--- config.mk ---
export PLATFORM = sky130hd
export DESIGN_NAME = csvm_front
export DESIGN_NICKNAME = d
export VERILOG_FILES = /design/src/rtl/clip_sequence_voice_mixer_assert.svh /design/src/rtl/csvm_pkg.sv /design/src/rtl/csvm_front.sv
export SDC_FILE = /design/constraint.sdc
export NUM_CORES = 1
export LEC_CHECK = 0
export ABC_AREA = 1
export BUFFER_PORTS_ARGS = -buffer_cell sky130_fd_sc_hd__clkbuf_2
export CAP_MARGIN = 30
export CORE_ASPECT_RATIO = 1.5
export CORE_MARGIN = 2
export CORE_UTILIZATION = 55
export CTS_CLUSTER_SIZE = 14
export DETAILED_ROUTE_END_ITERATION = 8
export HOLD_SLACK_MARGIN = 0.1
export PLACE_DENSITY_LB_ADDON = 0.08
export REMOVE_ABC_BUFFERS = 1
export SLEW_MARGIN = 10
export SYNTH_ARGS = -nofsm -noshare
export SYNTH_HDL_FRONTEND = slang
export SYNTH_SLANG_ARGS = --single-unit
--- constraint.sdc ---
create_clock -name clk -period 9.79 [get_ports clk]
set_clock_uncertainty 0.1 [all_clocks]
set_input_delay 0 -clock clk [delete_from_list [all_inputs] [get_ports clk]]
set_output_delay 0 -clock clk [all_outputs]
set_load 0.02 [all_outputs]
--- src/rtl/clip_sequence_voice_mixer_assert.svh ---
// assertion macros for the mixer rtl
`ifndef CLIP_SEQUENCE_VOICE_MIXER_ASSERT_SVH
`define CLIP_SEQUENCE_VOICE_MIXER_ASSERT_SVH

// same-cycle implication, sampled on clk, off while in reset
`define CSVM_ASSERT_IMP(lbl, ante, cons) \
    lbl: assert property (@(posedge clk) disable iff (!rst_n) (ante) |-> (cons)) \
        else $error("csvm same-cycle check failed");

// next-cycle implication, sampled on clk, off while in reset
`define CSVM_ASSERT_NXT(lbl, ante, cons) \
    lbl: assert property (@(posedge clk) disable iff (!rst_n) (ante) |=> (cons)) \
        else $error("csvm next-cycle check failed");

`endif

--- src/rtl/csvm_pkg.sv ---
`default_nettype none

package csvm_pkg;

    // sizes
    localparam int CLIP_COUNT   = 64;
    localparam int CLIP_WORDS   = 2048;
    localparam int MAX_VOICES   = 8;
    localparam int MAX_SEQUENCE = 64;

    localparam int CLIP_W   = (CLIP_COUNT > 1) ? $clog2(CLIP_COUNT) : 1;
    localparam int WORD_W   = $clog2(CLIP_WORDS);
    localparam int LEN_W    = $clog2(CLIP_WORDS + 1);
    localparam int VOICE_W  = $clog2(MAX_VOICES + 1);
    localparam int VIDX_W   = (MAX_VOICES > 1) ? $clog2(MAX_VOICES) : 1;
    localparam int REGIONS  = MAX_VOICES + 1;
    localparam int REG_W    = $clog2(REGIONS);
    localparam int SEQ_AW   = (MAX_SEQUENCE > 1) ? $clog2(MAX_SEQUENCE) : 1;
    localparam int PLEN_W   = $clog2(MAX_SEQUENCE + 1);

    // operation codes on the input tuser
    localparam logic [2:0] OP_WRITE  = 3'd0;
    localparam logic [2:0] OP_LENGTH = 3'd1;
    localparam logic [2:0] OP_APPEND = 3'd2;
    localparam logic [2:0] OP_COMMIT = 3'd3;
    localparam logic [2:0] OP_TICK   = 3'd4;

    // result status codes
    localparam logic [1:0] ST_OK         = 2'd0;
    localparam logic [1:0] ST_VOICE_DROP = 2'd1;
    localparam logic [1:0] ST_SYM_DROP   = 2'd2;

    localparam logic signed [15:0] SAT_MAX = 16'sh7FFF;
    localparam logic signed [15:0] SAT_MIN = 16'sh8000;

    // classified work item
    typedef enum logic [2:0] {
        K_NOP,
        K_WRITE,
        K_LENGTH,
        K_APPEND,
        K_COMMIT,
        K_TICK
    } kind_t;

    typedef struct packed {
        kind_t                   kind;
        logic [CLIP_W-1:0]       clip;
        logic [WORD_W-1:0]       word;
        logic signed [15:0]      sample;
        logic [LEN_W-1:0]        len;
    } item_t;

    typedef struct packed {
        logic  valid;
        item_t item;
    } q_head_t;

endpackage

`default_nettype wire

--- src/rtl/csvm_front.sv ---
`default_nettype none

module csvm_front (
    input  wire logic                clk,
    input  wire logic                rst_n,
    input  wire logic                in_valid,
    output logic                     in_ready,
    input  wire logic [2:0]          in_op,
    input  wire logic [55:0]         in_data,
    output csvm_pkg::q_head_t        head,
    input  wire logic                pop
);

    logic [5:0]          f_clip_id;
    logic [10:0]         f_word_index;
    logic signed [15:0]  f_sample;
    logic [11:0]         f_clip_length;
    logic [7:0]          f_symbol;
    csvm_pkg::item_t     cls;

    csvm_pkg::item_t     q_reg [2];
    logic                wr_ptr_reg, wr_ptr_next;
    logic                rd_ptr_reg, rd_ptr_next;
    logic [1:0]          cnt_reg, cnt_next;
    logic                push;

    // unpack the beat
    assign f_clip_id     = in_data[5:0];
    assign f_word_index  = in_data[16:6];
    assign f_sample      = in_data[32:17];
    assign f_clip_length = in_data[44:33];
    assign f_symbol      = in_data[52:45];

    // classify the item, range checks and length clamp
    always_comb
    begin
        cls        = '0;
        cls.kind   = csvm_pkg::K_NOP;
        cls.sample = f_sample;
        cls.word   = csvm_pkg::WORD_W'(f_word_index);
        cls.clip   = csvm_pkg::CLIP_W'(f_clip_id);
        cls.len    = (int'(f_clip_length) > csvm_pkg::CLIP_WORDS)
                     ? csvm_pkg::LEN_W'(csvm_pkg::CLIP_WORDS)
                     : csvm_pkg::LEN_W'(f_clip_length);
        unique case (in_op)
            csvm_pkg::OP_WRITE:
            begin
                if (int'(f_clip_id) < csvm_pkg::CLIP_COUNT &&
                    int'(f_word_index) < csvm_pkg::CLIP_WORDS)
                    cls.kind = csvm_pkg::K_WRITE;
            end
            csvm_pkg::OP_LENGTH:
            begin
                if (int'(f_clip_id) < csvm_pkg::CLIP_COUNT)
                    cls.kind = csvm_pkg::K_LENGTH;
            end
            csvm_pkg::OP_APPEND:
            begin
                cls.clip = csvm_pkg::CLIP_W'(f_symbol);
                if (int'(f_symbol) < csvm_pkg::CLIP_COUNT)
                    cls.kind = csvm_pkg::K_APPEND;
            end
            csvm_pkg::OP_COMMIT: cls.kind = csvm_pkg::K_COMMIT;
            csvm_pkg::OP_TICK:   cls.kind = csvm_pkg::K_TICK;
            default:             cls.kind = csvm_pkg::K_NOP;
        endcase
    end

    // two-entry queue toward the back end
    assign in_ready   = (cnt_reg != 2'd2);
    assign push       = in_valid && in_ready;
    assign head.valid = (cnt_reg != 2'd0);
    assign head.item  = q_reg[rd_ptr_reg];

    always_comb
    begin
        wr_ptr_next = wr_ptr_reg ^ push;
        rd_ptr_next = rd_ptr_reg ^ pop;
        cnt_next    = cnt_reg + 2'(push) - 2'(pop);
    end

    always_ff @(posedge clk or negedge rst_n)
    begin
        if (!rst_n)
        begin
            wr_ptr_reg <= 1'b0;
            rd_ptr_reg <= 1'b0;
            cnt_reg    <= 2'd0;
        end
        else
        begin
            wr_ptr_reg <= wr_ptr_next;
            rd_ptr_reg <= rd_ptr_next;
            cnt_reg    <= cnt_next;
        end
    end

    always_ff @(posedge clk)
    begin
        if (push)
            q_reg[wr_ptr_reg] <= cls;
    end

endmodule

`default_nettype wire

==> impl_metrics.py, run 1 <==
metrics = {
    "clocking": {
        "cts-root-buf": "clkbuf_8",
        "postCtsSetupRepairBufs": 0,
        "clk_pin_slew_worst_paths_ps": 90,
        "cts_resized": 0,
        "cts_tree": "done",
        "insertion_delay_ps": 350,
        "cts_buffers": 9,
        "h-tree-depth": 3,
        "clock-sinks": 100,
        "cts_buffer_depth": 2,
    },
    "synthesis": {
        "ys_warn_count": 0,
        "ys.flop_type": "edfxtp_1",
        "synth_top_area_cell": "edfxtp_1",
        "synth-async-reset-ratio_pct": 4.000,
        "synth_top_family_by_area": "multiplexers",
        "netlist_instances": 231,
        "synth_top_area_share_pct": 72.57,
        "synthTopCellsByArea": "edfxtp_1, mux2_2, mux2_4",
        "synth_compound_area_share_pct": 1.638,
        "synth_edf_count": 96,
        "synthAdderAreaFrac_pct": 0.6299,
        "ys_seq_elements": 100,
        "synth-xor-area-share_pct": 0.8819,
        "synth_cell_types": 19,
        "ys_seq_area_share_pct": 75.09,
        "synth_mux_area_share_pct": 14.55,
        "synthSimpleGateAreaFrac_pct": 4.094,
        "synth_area_um2": 3973,
        "syn_area_per_cell_um2": 17.20,
    },
    "place": {
        "place.gp.congestion": 0.6648,
        "io_buffers": 109,
        "post-dp-hpwl_um": 4407,
    },
    "grt": {
        "antenna_found_initial": 0,
        "grt_usage_pct": 19.90,
        "grt_max_degree": 29,
        "grt_pass1_wl_um": 11700,
        "grt_pass1_vias": 2528,
        "grt_overflow_total": 0,
    },
    "timing": {
        "hold_violations": 0,
        "worst_pin_slew_ps": 607.7,
        "setup_viol": 0,
        "max_freq_mhz": 398.9,
        "tns_ps": 0,
        "min_period_over_period_pct": 25.61,
        "whs_ps": 273.2,
        "period_minus_slack_ps": 2507,
        "drv_slew": 0,
        "grt_setup_unrepaired": "false",
        "slew_headroom_pct": 59.39,
    },
    "setup_path": {
        "cp.required_ps": 9800,
        "crit_fanout": 2,
        "worstPathArrival_ps": 2510,
        "cp-startpoint": "in_data[52]",
        "timing.rr.start": "cnt_reg[1]",
        "crit_path_start_kind": "input port",
        "cp_common_cell": "dlygate4sd3_1",
        "worstPathCellList": "dlygate4sd3_1 > clkbuf_2 > nor2_1 > dlygate4sd3_1 > nand2_1 > dlygate4sd3_1 > nand2_1 > dlygate4sd3_1",
        "r2r_end": "q_reg[0][9]",
        "cp_slowest_stage_delay_ps": 570,
        "slowest_stage": "dlygate4sd3_1",
        "crit_path_end_kind": "flip-flop",
        "worstSetupPathType": "in2reg",
        "rrSetupSlack_ps": 7560,
        "r2r_cells": 5,
        "critPathCapture": "q_reg[0][45]",
    },
    "floorplanning": {
        "die_h_um": 108.1,
        "fp.dieW_um": 73.39,
        "initial_core_util_pct": 55.70,
        "num_rows": 38,
        "coreArea_um2": 7132,
        "io_pins": 113,
        "die-area_um2": 7932,
    },
    "routing": {
        "avgViaCountPerCell": 4.970,
        "drt_iter0_markers": 121,
        "num_vias": 2475,
        "drc": 0,
        "antenna_left": 0,
        "drt-total-wl_um": 7514,
        "drt_pre_antenna_iters": 4,
        "wire_per_inst_um": 15.09,
    },
    "hold_path": {
        "worstHoldStart": "in_data[32]",
        "min_path_type": "in2reg",
    },
    "final_layout": {
        "final_nets": 478,
        "seqCellArea_um2": 2984,
        "multiInputGateArea_um2": 875.8,
        "largest_reg_flops": 96,
        "drive_gt1_share_pct": 42.34,
        "area_delta_synth_final_pct": 36.82,
        "diodes": 0,
        "fill_cells": 452,
    },
    "status": {
        "outcome": "completed",
    },
    "job": {
        "max_cap_violations": 0,
    },
    "power": {
        "p_leak_nw": 2.244,
        "ir_drop_uv": 147.7,
        "p_per_area_nw_per_um2": 253.4,
    },
}
==> repair_timing <==
action | in CTS | in global routing
hold endpoints to repair | 104 | 0
hold buffers | 66 | 0
endpoints found under the setup margin | 0 | 0
==> cells by family after synthesis <==
family | after synthesis
buffers and inverters | 25
adder cells (fa/ha/maj) | 2
AND/OR/NAND/NOR | 39
AO/OA/AOI/OAI | 13
XOR/XNOR | 4
multiplexers | 48
flip-flops | 100
==> placed cells by master, fill, tap and decap left out, types with 8 or more instances in the layout <==
master / count
a21oi_1: 12
clkbuf_2: 109
clkbuf_8: 9
dlygate4sd3_1: 66
edfxtp_1: 96
inv_1: 18
mux2_2: 38
mux2_4: 10
nand2_1: 27
nor2_1: 8
==> power by group <==
group / internal, mW / switching (mW)
Combinational: 0.213 / 0.289
Sequential: 0.587 / 0.0417
Clock: 0.118 / 0.128
Total: 0.919 / 0.458
==> worst max-delay path: cells and delay by family <==
kind	cells	cell delay [ps]
buffers and inverters	5	2350
and+or+nand+nor	3	150
==> cell usage after synthesis, types with 2 or more instances <==
master    count
ha_1          2
edfxtp_1     96
nand2_1      27
nor2_1        9
xor2_1        2
mux2_2       38
buf_4         3
inv_1        18
mux2_4       10
dfrtp_1       4
xnor2_1       2
a21oi_1      12
clkbuf_1      2
==> layer usage <==
| metal | vias to the layer above | GRT usage [%] | part of all wire (%) |
|---|---|---|---|
| li1 | 1203 | - | - |
| met4 | 0 | 9.481 | 1.8 |
| met1 | 1190 | 24.11 | 40 |
| met3 | 11 | 3.728 | 4.5 |
| met2 | 71 | 33.91 | 54 |
| met5 | - | 0 | 0 |
==> final cells by class <==
| class | instances | area share (%) |
|---|---|---|
| Multi-Input combinational cell | 106 | 16.11 |
| Inverter | 18 | 1.243 |
| Timing Repair Buffer | 178 | 22.61 |
| Clock inverter | 3 | 0.7366 |
| Sequential cell | 100 | 54.90 |
| Clock buffer | 13 | 2.555 |
| Tap cell | 80 | 1.842 |
==> worst min path at each step <==
stage	end	slack [ps]	depth (start not counted)
final	q_reg[1][27]	270	2
after global routing	q_reg[0][27]	260	2
after CTS	q_reg[0][19]	260	2
after detailed placement	cnt_reg[0]	-280	1
after global placement	cnt_reg[0]	-290	1
after floorplan	cnt_reg[0]	-400	0
==> through the flow <==
| stage | area, um^2 | std cells | util (%) | worst slack (ps) | total power [mW] |
|---|---|---|---|---|---|
| floorplan | 3916 | 224 | - | 6484 | 0.9688 |
| global placement | 4596 | 416 | 64.44 | 7561 | 1.116 |
| detailed placement | 4596 | 416 | 64.44 | 7546 | 1.126 |
| CTS | 5435 | 498 | 76.21 | 7405 | 1.389 |
| global route | 5435 | 498 | 76.21 | 7227 | 1.449 |
| finish | 5435 | 498 | 76.21 | 7283 | 1.377 |
(Power assumes the default switching activity.)
==> inputs of run 2 (changes only) <==
--- a/config.mk
+++ b/config.mk
@@ -10,7 +10,7 @@
 export CAP_MARGIN = 30
 export CORE_ASPECT_RATIO = 1.5
 export CORE_MARGIN = 2
-export CORE_UTILIZATION = 55
+export CORE_UTILIZATION = 51
 export CTS_CLUSTER_SIZE = 14
 export DETAILED_ROUTE_END_ITERATION = 8
 export HOLD_SLACK_MARGIN = 0.1
==> constraint.sdc (replaced) <==
create_clock -name clk -period 2.55 [get_ports clk]
set_clock_uncertainty 0.1 [all_clocks]
set_input_delay 0 -clock clk [delete_from_list [all_inputs] [get_ports clk]]
set_output_delay 0 -clock clk [all_outputs]
set_load 0.02 [all_outputs]
==> run 2 against run 1 <==
Sequential share of layout area shrank 1.1 points. Core utilization shrank 3.3 points. Via count grew 0.69%. Sequential power grew to 3.9 times the previous value. Combinational power grew to 3.9 times the previous value. Setup slack lost 7000 ps. Final area grew 2.1%. Count of clock-buffer cells in the layout shrank 1. Critical path type unchanged. Critical endpoint is now q_reg[1][41]. Highest routed layer unchanged.
==> impl_metrics.py, run 2 (synthesis results as in run 1) <==
metrics = {
    "status": {
        "outcome": "completed",
    },
    "setup_path": {
        "rrSetupSlack_ps": 840,
        "cp-startpoint": "in_op[2]",
        "slowest_stage": "dlygate4sd3_1",
        "crit_path_end_kind": "flip-flop",
        "worstSetupPathType": "in2reg",
        "cp.required_ps": 2640,
        "r2r_end": "q_reg[0][39]",
        "cp_common_cell": "dlygate4sd3_1",
        "crit_family": "buffers and inverters",
        "timing.rr.start": "cnt_reg[1]",
        "cp_num_buf_inv": 4,
        "crit_path_start_kind": "input port",
        "cp.depth": 7,
        "crit_fanout": 8,
        "worstPathArrival_ps": 2320,
        "cp_slowest_stage_delay_ps": 580,
        "worstPathCellList": "dlygate4sd3_1 > clkbuf_2 > nor3_4 > nand2_1 > dlygate4sd3_1 > nand2_1 > dlygate4sd3_1",
        "r2r_cells": 5,
        "critPathCapture": "q_reg[1][41]",
    },
    "grt": {
        "grt_pass1_vias": 2633,
        "antenna_found_initial": 0,
        "grt_usage_pct": 18.78,
        "grt_overflow_total": 0,
        "grt_max_degree": 49,
        "grt_pass1_wl_um": 12150,
    },
    "floorplanning": {
        "die_h_um": 112.1,
        "num_rows": 39,
        "coreArea_um2": 7612,
        "fp.dieW_um": 76.06,
        "io_pins": 113,
        "die-area_um2": 8526,
        "initial_core_util_pct": 52.19,
    },
    "final_layout": {
        "drive_gt1_share_pct": 42.21,
        "fill_cells": 538,
        "area_delta_synth_final_pct": 39.68,
        "layout_commonest_cell": "clkbuf_2",
        "mostFrequentLayoutCells": "clkbuf_2, edfxtp_1, dlygate4sd3_1",
        "diodes": 0,
        "final_nets": 477,
        "final_cells": 519,
        "largest_reg_flops": 96,
    },
    "routing": {
        "num_vias": 2492,
        "wire_per_inst_um": 14.74,
        "drc": 0,
        "drt_iter0_markers": 162,
        "drt_pre_antenna_iters": 4,
        "avgViaCountPerCell": 4.802,
        "antenna_left": 0,
        "drt-total-wl_um": 7651,
    },
    "timing": {
        "worst_pin_slew_ps": 647.9,
        "setup_viol": 0,
        "period_minus_slack_ps": 2234,
        "whs_ps": 292.7,
        "max_freq_mhz": 447.7,
        "drv_slew": 0,
        "hold_violations": 0,
        "min_period_over_period_pct": 87.59,
        "setup_ws_ps": 316.4,
        "slew_headroom_pct": 56.81,
        "tns_ps": 0,
        "grt_setup_unrepaired": "false",
    },
    "job": {
        "max_cap_violations": 0,
    },
    "clocking": {
        "cts_buffer_depth": 2,
        "cts_resized": 0,
        "h-tree-depth": 3,
        "insertion_delay_ps": 330,
        "clock-sinks": 100,
        "clk_pin_slew_worst_paths_ps": 60,
        "cts-root-buf": "clkbuf_16",
        "cts_buffers": 9,
        "cts_tree": "done",
    },
    "place": {
        "post-dp-hpwl_um": 4554,
        "io_buffers": 109,
        "pre_cts_slack_ps": 830.5,
        "placedCellCount": 439,
        "place.gp.congestion": 0.7688,
    },
    "power": {
        "p_leak_nw": 2.277,
        "p_per_area_nw_per_um2": 1003,
        "p_total_mw": 5.565,
        "ir_drop_uv": 653.9,
    },
    "hold_path": {
        "min_path_type": "in2reg",
    },
}
## run 2: metal layers
metal  GRT usage, %  wire (um)
met1          21.70       3171
met2          33.21       3976
met3          3.135        308
met4          10.55        195
met5              0          0
## run 2: worst reg2reg max path, delay by kind of cell, from the launching register on
family | cells | cell delay (ps)
buffers and inverters | 2 | 420
DFF | 1 | 410
and+or+nand+nor | 2 | 270
adders and majority gates | 1 | 170
## run 2: what timing repair did
action | 4_1_cts | 5_1_grt
setup buffers | 0 | 0
hold buffers | 65 | 0
setup endpoints to repair | 0 | 2
endpoints found under the hold margin | 103 | 0
## run 2: area by class of cell
type	count	area (um^2)	share of cell area, %
inverter	18	67.56	1.218
tap	102	127.6	2.300
multi-input combinational	106	875.8	15.78
clock buffer	12	236.5	4.262
timing repair buffer	177	1241	22.37
sequential	100	2984	53.78
clock inverter	4	16.27	0.2931
## run 2: worst min-delay path by stage
stage                     slack [ps]         from  cells after the start           end
after floorplan                 -400        rst_n                      0    cnt_reg[0]
after global placement          -290        rst_n                      1    cnt_reg[0]
after detailed placement        -280        rst_n                      1    cnt_reg[0]
after CTS                        290  in_data[28]                      2  q_reg[1][23]
after global routing             300  in_data[17]                      2  q_reg[0][12]
final                            290  in_data[29]                      2  q_reg[1][24]
## run 2: stage by stage
stage / util (%) / instance area, um^2
final: 72.90 / 5549
after global routing: 72.90 / 5549
after CTS: 73.03 / 5559
after detailed placement: 61.16 / 4656
after global placement: 61.16 / 4656
after floorplan: - / 3916
## run 2: where the power goes
| part | switching, mW | total, mW | internal [mW] |
|---|---|---|---|
| clock network | 0.520 | 1.17 | 0.650 |
| registers | 0.172 | 2.43 | 2.26 |
| logic | 1.11 | 1.97 | 0.854 |
